[config.mk]
export PLATFORM = sky130hd
export DESIGN_NAME = equi_join_engine
export DESIGN_NICKNAME = d
export VERILOG_FILES = /design/src/hdl/eje_pkg.sv /design/src/hdl/equi_join_engine.sv /design/src/hdl/eje_cell.sv
export VERILOG_INCLUDE_DIRS = /design/src /design/src/hdl
export SDC_FILE = /design/constraint.sdc
export NUM_CORES = 2
export LEC_CHECK = 0
export BUFFER_PORTS_ARGS = -buffer_cell sky130_fd_sc_hd__clkbuf_2
export CAP_MARGIN = 25
export CORE_ASPECT_RATIO = 0.5
export CORE_MARGIN = 2
export CORE_UTILIZATION = 25
export CTS_BUF_LIST = sky130_fd_sc_hd__clkbuf_4
export DETAILED_ROUTE_END_ITERATION = 8
export GPL_ROUTABILITY_DRIVEN = 0
export GPL_TIMING_DRIVEN = 0
export PLACE_DENSITY = 0.35
export SYNTH_ARGS = -nofsm -noshare
export SYNTH_HDL_FRONTEND = slang
export SYNTH_SLANG_ARGS = --single-unit
[constraint.sdc]
create_clock -name clk -period 4.6 [get_ports clk]
set_input_delay 0.46 -clock clk [delete_from_list [all_inputs] [get_ports clk]]
set_output_delay 0.46 -clock clk [all_outputs]
set_load 0.01 [all_outputs]
[src/hdl/assert_macros.svh]
// Assertion macros shared by the join engine RTL.
// No dependencies; simulation builds get the checks, SYNTH builds get nothing.
`ifndef ASSERT_MACROS_SVH
`define ASSERT_MACROS_SVH
`ifndef SYNTH
// Check a property on every rising clock edge outside reset.
`define ASSERT_PROP(lbl, clk, rst_n, prop) \
  lbl: assert property (@(posedge clk) disable iff (!rst_n) (prop)) \
    else $error("assertion failed");
// Check that a condition holds in the cycle after a trigger.
`define ASSERT_NEXT(lbl, clk, rst_n, ante, cons) \
  lbl: assert property (@(posedge clk) disable iff (!rst_n) (ante) |=> (cons)) \
    else $error("assertion failed");
`else
`define ASSERT_PROP(lbl, clk, rst_n, prop)
`define ASSERT_NEXT(lbl, clk, rst_n, ante, cons)
`endif
`endif

[src/hdl/eje_pkg.sv]
// Types and constants of the equi-join engine.
// No dependencies; used by eje_cell and equi_join_engine.
package eje_pkg;

  localparam int KEY_W       = 64;
  localparam int OP_W        = 2;
  localparam int LEFT_ROW_W  = 16;
  localparam int RIGHT_ROW_W = 6;

  // Operation codes of an input beat
  localparam logic [OP_W-1:0] OP_LOAD  = 2'd0;
  localparam logic [OP_W-1:0] OP_PROBE = 2'd1;
  localparam logic [OP_W-1:0] OP_FLUSH = 2'd2;

  // Join modes
  localparam logic MODE_INNER = 1'b0;
  localparam logic MODE_OUTER = 1'b1;

  // Per-cell control from the sequencer
  typedef struct packed {
    logic shift;  // take key and mark from the neighbor
    logic clr;    // drop the matched mark
  } cell_ctl_t;

endpackage

[src/hdl/equi_join_engine.sv]
// Equi-join engine top level: ring of key cells plus scan sequencer.
// Depends on eje_pkg, eje_cell and assert_macros.svh.
// A load or an unused op is done at accept; a probe or a flush goes through accept, one
// ring rotation and a finish step, and output stalls can hold the rotation and the finish.
// A pending result goes out as the next match leaves the head cell; the last goes out in
// the finish step. Synchronous reset empties the store, clears marks, left counter, join_mode.
`include "assert_macros.svh"
module equi_join_engine
  import eje_pkg::*;
#(
  parameter int RIGHT_ROWS    = 64,
  parameter int LEFT_ROW_BITS = 16
) (
  input  logic                   clk,
  input  logic                   rst_n,
  input  logic                   cfg_valid,
  output logic                   cfg_ready,
  input  logic                   cfg_data,
  input  logic                   in_valid,
  output logic                   in_ready,
  input  logic [OP_W-1:0]        in_op,
  input  logic [KEY_W-1:0]       in_key,
  output logic                   out_valid,
  input  logic                   out_ready,
  output logic [LEFT_ROW_W-1:0]  out_left_row,
  output logic                   out_left_null,
  output logic [RIGHT_ROW_W-1:0] out_right_row,
  output logic                   out_right_null,
  output logic                   out_last
);

  localparam int IDX_W = $clog2(RIGHT_ROWS);
  localparam int CNT_W = $clog2(RIGHT_ROWS + 1);
  localparam logic [IDX_W-1:0] POS_LAST = IDX_W'(RIGHT_ROWS - 1);

  typedef enum logic [1:0] {S_IDLE, S_SCAN, S_FIN} state_t;

  state_t                   state_r;
  logic                     mode_r;
  logic [CNT_W-1:0]         cnt_r;
  logic [LEFT_ROW_BITS-1:0] left_cnt_r;
  logic [LEFT_ROW_BITS-1:0] lrow_r;
  logic [OP_W-1:0]          op_r;
  logic [KEY_W-1:0]         key_r;
  logic [IDX_W-1:0]         pos_r;
  logic                     pend_v_r;
  logic [IDX_W-1:0]         pend_row_r;
  logic                     out_valid_r;
  logic [LEFT_ROW_W-1:0]    out_left_row_r;
  logic                     out_left_null_r;
  logic [RIGHT_ROW_W-1:0]   out_right_row_r;
  logic                     out_right_null_r;
  logic                     out_last_r;

  logic [KEY_W-1:0] cell_key  [RIGHT_ROWS];
  logic             cell_mark [RIGHT_ROWS];
  cell_ctl_t        ctl;

  logic             in_acc;
  logic             in_range;
  logic             hit;
  logic             out_free;
  logic             advance;
  logic             push_scan;
  logic             fin_need_null;
  logic             fin_done;
  logic             out_load;
  logic [31:0]      lrow_ext;
  logic [LEFT_ROW_W-1:0] lrow_out;

  assign cfg_ready = 1'b1;
  assign in_ready  = (state_r == S_IDLE);
  assign in_acc    = in_valid && in_ready;

  // Judge the row at the head cell
  assign in_range = CNT_W'(pos_r) < cnt_r;
  always_comb begin
    if (op_r == OP_PROBE) begin
      hit = in_range && (cell_key[0] == key_r);
    end else begin
      hit = in_range && !cell_mark[0] && (mode_r == MODE_OUTER);
    end
  end

  // Step the scan unless a second hit finds the output register busy
  assign out_free  = !out_valid_r || out_ready;
  assign advance   = (state_r == S_SCAN) && (!(hit && pend_v_r) || out_free);
  assign push_scan = advance && hit && pend_v_r;

  assign fin_need_null = (op_r == OP_PROBE) && (mode_r == MODE_OUTER) && !pend_v_r;
  assign fin_done      = (state_r == S_FIN) && (out_free || !(pend_v_r || fin_need_null));

  // Output register takes a new beat this cycle
  assign out_load = push_scan || (fin_done && (pend_v_r || fin_need_null));

  assign lrow_ext = 32'(lrow_r);
  assign lrow_out = lrow_ext[LEFT_ROW_W-1:0];

  assign ctl.shift = advance;
  assign ctl.clr   = fin_done && (op_r == OP_FLUSH);

  // Ring of cells: each shifts toward the head, the head wraps to the tail
  for (genvar g = 0; g < RIGHT_ROWS; g++) begin : g_cell
    logic [KEY_W-1:0] nbr_key;
    logic             nbr_mark;
    logic             load_en;
    if (g == RIGHT_ROWS - 1) begin : g_tail
      assign nbr_key  = cell_key[0];
      assign nbr_mark = cell_mark[0] || (hit && (op_r == OP_PROBE));
    end else begin : g_body
      assign nbr_key  = cell_key[g+1];
      assign nbr_mark = cell_mark[g+1];
    end
    assign load_en = in_acc && (in_op == OP_LOAD) && (cnt_r == CNT_W'(g));
    eje_cell u_cell (
      .clk      (clk),
      .rst_n    (rst_n),
      .ctl      (ctl),
      .load_en  (load_en),
      .load_key (in_key),
      .nbr_key  (nbr_key),
      .nbr_mark (nbr_mark),
      .key      (cell_key[g]),
      .mark     (cell_mark[g])
    );
  end

  // Hold item context; the key needs no reset
  always_ff @(posedge clk) begin
    if (in_acc) begin
      key_r  <= in_key;
      lrow_r <= left_cnt_r;
    end
  end

  // Sequencer state and output register
  always_ff @(posedge clk) begin
    if (!rst_n) begin
      state_r     <= S_IDLE;
      mode_r      <= MODE_INNER;
      cnt_r       <= '0;
      left_cnt_r  <= '0;
      op_r        <= OP_LOAD;
      pos_r       <= '0;
      pend_v_r    <= 1'b0;
      pend_row_r  <= '0;
      out_valid_r <= 1'b0;
      out_left_row_r   <= '0;
      out_left_null_r  <= 1'b0;
      out_right_row_r  <= '0;
      out_right_null_r <= 1'b0;
      out_last_r       <= 1'b0;
    end else begin
      if (cfg_valid && cfg_ready) begin
        mode_r <= cfg_data;
      end
      if (out_valid_r && out_ready && !out_load) begin
        out_valid_r <= 1'b0;
      end
      case (state_r)
        S_IDLE: begin
          if (in_acc) begin
            op_r  <= in_op;
            pos_r <= '0;
            case (in_op)
              OP_LOAD: begin
                if (cnt_r < CNT_W'(RIGHT_ROWS)) begin
                  cnt_r <= cnt_r + 1'b1;
                end
              end
              OP_PROBE: begin
                if (left_cnt_r != '1) begin
                  left_cnt_r <= left_cnt_r + 1'b1;
                end
                state_r <= S_SCAN;
              end
              OP_FLUSH: begin
                state_r <= S_SCAN;
              end
              default: begin
              end
            endcase
          end
        end
        S_SCAN: begin
          if (advance) begin
            pos_r <= pos_r + 1'b1;
            if (hit) begin
              pend_v_r   <= 1'b1;
              pend_row_r <= pos_r;
            end
            if (push_scan) begin
              out_valid_r      <= 1'b1;
              out_left_row_r   <= (op_r == OP_PROBE) ? lrow_out : '0;
              out_left_null_r  <= (op_r != OP_PROBE);
              out_right_row_r  <= RIGHT_ROW_W'(pend_row_r);
              out_right_null_r <= 1'b0;
              out_last_r       <= 1'b0;
            end
            if (pos_r == POS_LAST) begin
              state_r <= S_FIN;
            end
          end
        end
        S_FIN: begin
          if (fin_done) begin
            if (pend_v_r || fin_need_null) begin
              out_valid_r      <= 1'b1;
              out_left_row_r   <= (op_r == OP_PROBE) ? lrow_out : '0;
              out_left_null_r  <= (op_r != OP_PROBE);
              out_right_row_r  <= pend_v_r ? RIGHT_ROW_W'(pend_row_r) : '0;
              out_right_null_r <= !pend_v_r;
              out_last_r       <= 1'b1;
            end
            pend_v_r <= 1'b0;
            if (op_r == OP_FLUSH) begin
              cnt_r <= '0;
            end
            state_r <= S_IDLE;
          end
        end
        default: begin
          state_r <= S_IDLE;
        end
      endcase
    end
  end

  assign out_valid      = out_valid_r;
  assign out_left_row   = out_left_row_r;
  assign out_left_null  = out_left_null_r;
  assign out_right_row  = out_right_row_r;
  assign out_right_null = out_right_null_r;
  assign out_last       = out_last_r;

  // Checks on the sequencer
  `ASSERT_PROP(a_idle_no_pend, clk, rst_n, in_ready |-> !pend_v_r)
  `ASSERT_PROP(a_cnt_bound, clk, rst_n, cnt_r <= CNT_W'(RIGHT_ROWS))
  `ASSERT_NEXT(a_stall_holds, clk, rst_n, (state_r == S_SCAN) && !advance, $stable(pos_r))
  `ASSERT_NEXT(a_wrap_fin, clk, rst_n, advance && (pos_r == POS_LAST), state_r == S_FIN)

endmodule

[src/hdl/eje_cell.sv]
// One storage cell of the join ring: a right-table key and its matched mark.
// Depends on eje_pkg.
module eje_cell
  import eje_pkg::*;
(
  input  logic             clk,
  input  logic             rst_n,
  input  cell_ctl_t        ctl,
  input  logic             load_en,
  input  logic [KEY_W-1:0] load_key,
  input  logic [KEY_W-1:0] nbr_key,
  input  logic             nbr_mark,
  output logic [KEY_W-1:0] key,
  output logic             mark
);

  logic [KEY_W-1:0] key_r;
  logic             mark_r;

  // Hold the key; shift it along the ring or take a new load
  always_ff @(posedge clk) begin
    if (ctl.shift) begin
      key_r <= nbr_key;
    end else if (load_en) begin
      key_r <= load_key;
    end
  end

  // Track the matched mark; a load or a flush clears it
  always_ff @(posedge clk) begin
    if (!rst_n) begin
      mark_r <= 1'b0;
    end else if (ctl.shift) begin
      mark_r <= nbr_mark;
    end else if (load_en || ctl.clr) begin
      mark_r <= 1'b0;
    end
  end

  assign key  = key_r;
  assign mark = mark_r;

endmodule
==> reports/metrics.yaml <==
sta:
  fin_worst_skew_ns: 0.172
  period_share_pct: 101
  hold_ws_ns: 0.212
  worst_pin_slew_ns: 1.13
  setup_slack_ns: -0.0289
  period_needed_ns: 4.63
  final_hold_viol_count: 0
  setup-violations-final: 2
  drv_slew: 0
  timing.fmax_ghz: 0.216
  slew_headroom_pct: 24.9
  rsz0062_at_grt: "true"
worst_setup_path:
  r2r-start: "g_cell[0].u_cell.key[46]"
  arrival_ns: 5.92
  worstSetupPathType: "register to register"
  cp-end-kind: "register"
  crit_start: "g_cell[0].u_cell.key[46]"
  critPathLaunchType: "register"
  crit_fanout: 10
  cp.required_ns: 5.89
  worst_r2r_path_depth: 12
detailed_routing:
  vias_per_cell: 4.60
  wl_mm: 603
  avgRoutedWirePerCell_um: 27.7
  drtPass1Iterations: 7
  dr_total_vias: 100000
  drtIter0Drc: 8381
  ant_nets: 0
  drc_errors: 0
global_routing:
  grt_pass1_wl_mm: 836
  grt_pass1_vias: 103000
  antenna_found_initial: 101
  grtUsageTotal_pct: 17.2
  grt_max_degree: 65
  overflow: 0
clock_network:
  cts_root_buf: "clkbuf_4"
  cts_sinks: 4307
  clockBufferDepth: 5
  clk_latency_ns: 1.57
  htreeDepth: 7
  clkSlewWorstSetupHoldPaths_ns: 0.08
  tritoncts: "done"
  cts_made_buffers: 1159
yosys:
  synth.cell_area_um2: 170000
  syn_nets: 10500
  netlist_instances: 10400
  synthArstFlopShare_pct: 0
  yosysWarningCount: 0
  ys_ff_latch: 4307
  ys.flop_type: "edfxtp_1"
  synth_cell_types: 68
  ys_seq_area_share_pct: 75.1
  synth_edf_count: 4176
  syn-mean-instance-area_um2: 16.4
placement:
  detailed_place.area_um2: 186000
  port_buffers: 97
  place_inst: 19700
  dp_hpwl_mm: 439
finish:
  drive_gt1_share_pct: 21.1
  fin_nets: 12000
  final_cell_mix: "4176 x edfxtp_1, 4082 x a21o_1, 1721 x clkbuf_4"
  final_common_cell: "edfxtp_1"
  fillerInstances: 68600
  stdcell_count: 21800
  fin_area_um2: 202000
  post-route-util_pct: 29.8
  syn2layout_area_growth_pct: 18.7
die:
  start_util_pct: 25.1
  die_w_mm: 1.17
  row_count: 214
  die_y_um: 588
  num_io_pins: 100
  core_area_um2: 679000
  die_area_um2: 689000
worst_hold_path:
  worstHoldPathCells: 3
  hp-start: "in_key[24]"
  hp-class: "primary input to register"
flow_run:
  cap_violations: 0
power_and_ir_drop:
  p_seq_share_pct: 49.9
  power_frac_comb_pct: 24.6
  power_per_cell_area_nw_per_um2: 671
  intPower_uw: 90500
  swShare_pct: 33.3
  clockPowerShare_pct: 25.5
  peakVddDrop_mv: 0.256
  p_leak_uw: 0.0865
  switchingPower_uw: 45300
status:
  outcome: "complete, but fails checks"
  violations: "setup timing"
[layer usage]
layer | vias up | track usage, % | routed length [um]
li1 | 43600 | - | -
met1 | 52800 | 25.2 | 295000
met2 | 3076 | 24.8 | 255000
met3 | 858 | 5.02 | 43100
met4 | 18 | 4.00 | 10300
met5 | - | 0 | 108
[cell usage after synthesis (3+ instances only)]
master | instances | area (um^2)
nand2b_1 | 9 | 56.3
buf_4 | 195 | 1460
a21boi_0 | 37 | 278
o311ai_0 | 12 | 105
buf_2 | 109 | 546
and4_1 | 4 | 35.0
a21boi_2 | 27 | 304
a31oi_1 | 20 | 125
dfxtp_1 | 131 | 2620
nor3_1 | 29 | 145
xnor2_1 | 60 | 526
nor2b_1 | 3 | 18.8
nand3_1 | 112 | 561
or3_1 | 9 | 56.3
a31o_2 | 16 | 140
buf_1 | 16 | 60.1
clkbuf_1 | 506 | 1900
o21ai_0 | 77 | 385
o32ai_1 | 6 | 52.6
nor2_1 | 43 | 161
inv_1 | 35 | 131
and3_1 | 68 | 425
buf_6 | 180 | 2030
a21oi_1 | 83 | 415
a21o_1 | 4097 | 30800
o22ai_1 | 4 | 25.0
ha_1 | 16 | 200
edfxtp_1 | 4176 | 125000
and2_1 | 3 | 18.8
nand4_1 | 20 | 125
nand2_1 | 195 | 732
o311ai_1 | 5 | 43.8
mux2i_1 | 14 | 140
nor4_1 | 4 | 25.0
xor2_1 | 6 | 52.6
[metrics by stage]
| stage | total power [uW] | setup WS [ns] | TNS, ns |
|---|---|---|---|
| finish | 136000 | -0.0289 | -0.0336 |
| global route | 143000 | -0.0557 | -0.690 |
| CTS | 138000 | -0.127 | -24.72 |
| detailed placement | 102000 | -1.44 | -7496.53 |
| global placement | 101000 | -3.92 | - |
| floorplan | 83800 | 0.364 | 0 |
[flip-flops by register name, indices dropped and copies added, names as in the netlist]
signal              cells
cnt_r                   7
g_cell.u_cell.key    4096
g_cell.u_cell.mark     64
key_r                  64
left_cnt_r             16
lrow_out               16
mode_r                  1
op_r                    2
out_last                1
out_left_null           1
out_left_row           16
out_right_null          1
out_right_row           6
out_valid               1
pend_row_r              6
pend_v_r                1
pos_r                   6
state_r                 2
[cell type report]
type,count,area (um^2),share of cell area [%]
multi-input combinational,5017,37200,18.4
clock inverter,158,1030,0.507
clock buffer,1715,12900,6.37
sequential,4307,128000,63.3
tap,9072,11400,5.61
inverter,37,141,0.0699
antenna,86,215,0.106
buffer,1006,6140,3.03
timing repair buffer,410,5290,2.61
[final timing paths]
kind / to / slack [ns]
setup / recovery: g_cell[33].u_cell.key[19] / -0.03
hold / removal: key_r[24] / 0.21
setup reg to reg: g_cell[33].u_cell.key[19] / -0.03
hold reg to reg: g_cell[27].u_cell.mark / 0.41
[power by group through the flow]
stage / combinational (uW) / sequential [uW] / clock, uW
6_report: 33400 / 67800 / 34500
5_1_grt: 36300 / 68900 / 37800
4_1_cts: 33900 / 67900 / 35800
3_5_place_dp: 33400 / 68700 / 0
3_3_place_gp: 31300 / 70100 / 0
2_1_floorplan: 18100 / 65600 / 0
[cells by family (layout without fill, tap and decap cells)]
kind of cell             after synthesis  count (layout)  synth area share [%]
AO/OA/AOI/OAI                       4413            4413                  19.3
multiplexers                          14              14                0.0822
flip-flops                          4307            4307                  75.1
buffers and inverters               1043            3326                  3.60
other                                  1              87               0.00220
XOR/XNOR                              66              66                 0.339
AND/OR/NAND/NOR                      506             507                  1.42
adder cells (fa/ha/maj)               16              16                 0.117
[repair_timing]
action                                   CTS  global route
setup buffers                              7             1
endpoints found under the hold margin   2691             0
pin swaps                                  4             1
endpoints found under the setup margin  8252          1866
gates resized for setup                   59            82
gates cloned                               0             1
hold buffers                             152             0
[worst max-delay path, cell delays in order (launching register included)]
cell	delay, ns
edfxtp_1	0.53
xnor2_4	0.33
nand4_1	0.16
nor4_2	0.44
nand4_1	0.14
buf_4	0.21
or4_4	0.57
buf_6	0.19
a21boi_0	0.20
buf_2	0.57
buf_12	0.25
buf_2	0.36
a21o_1	0.33
(Power assumes the default switching activity.)
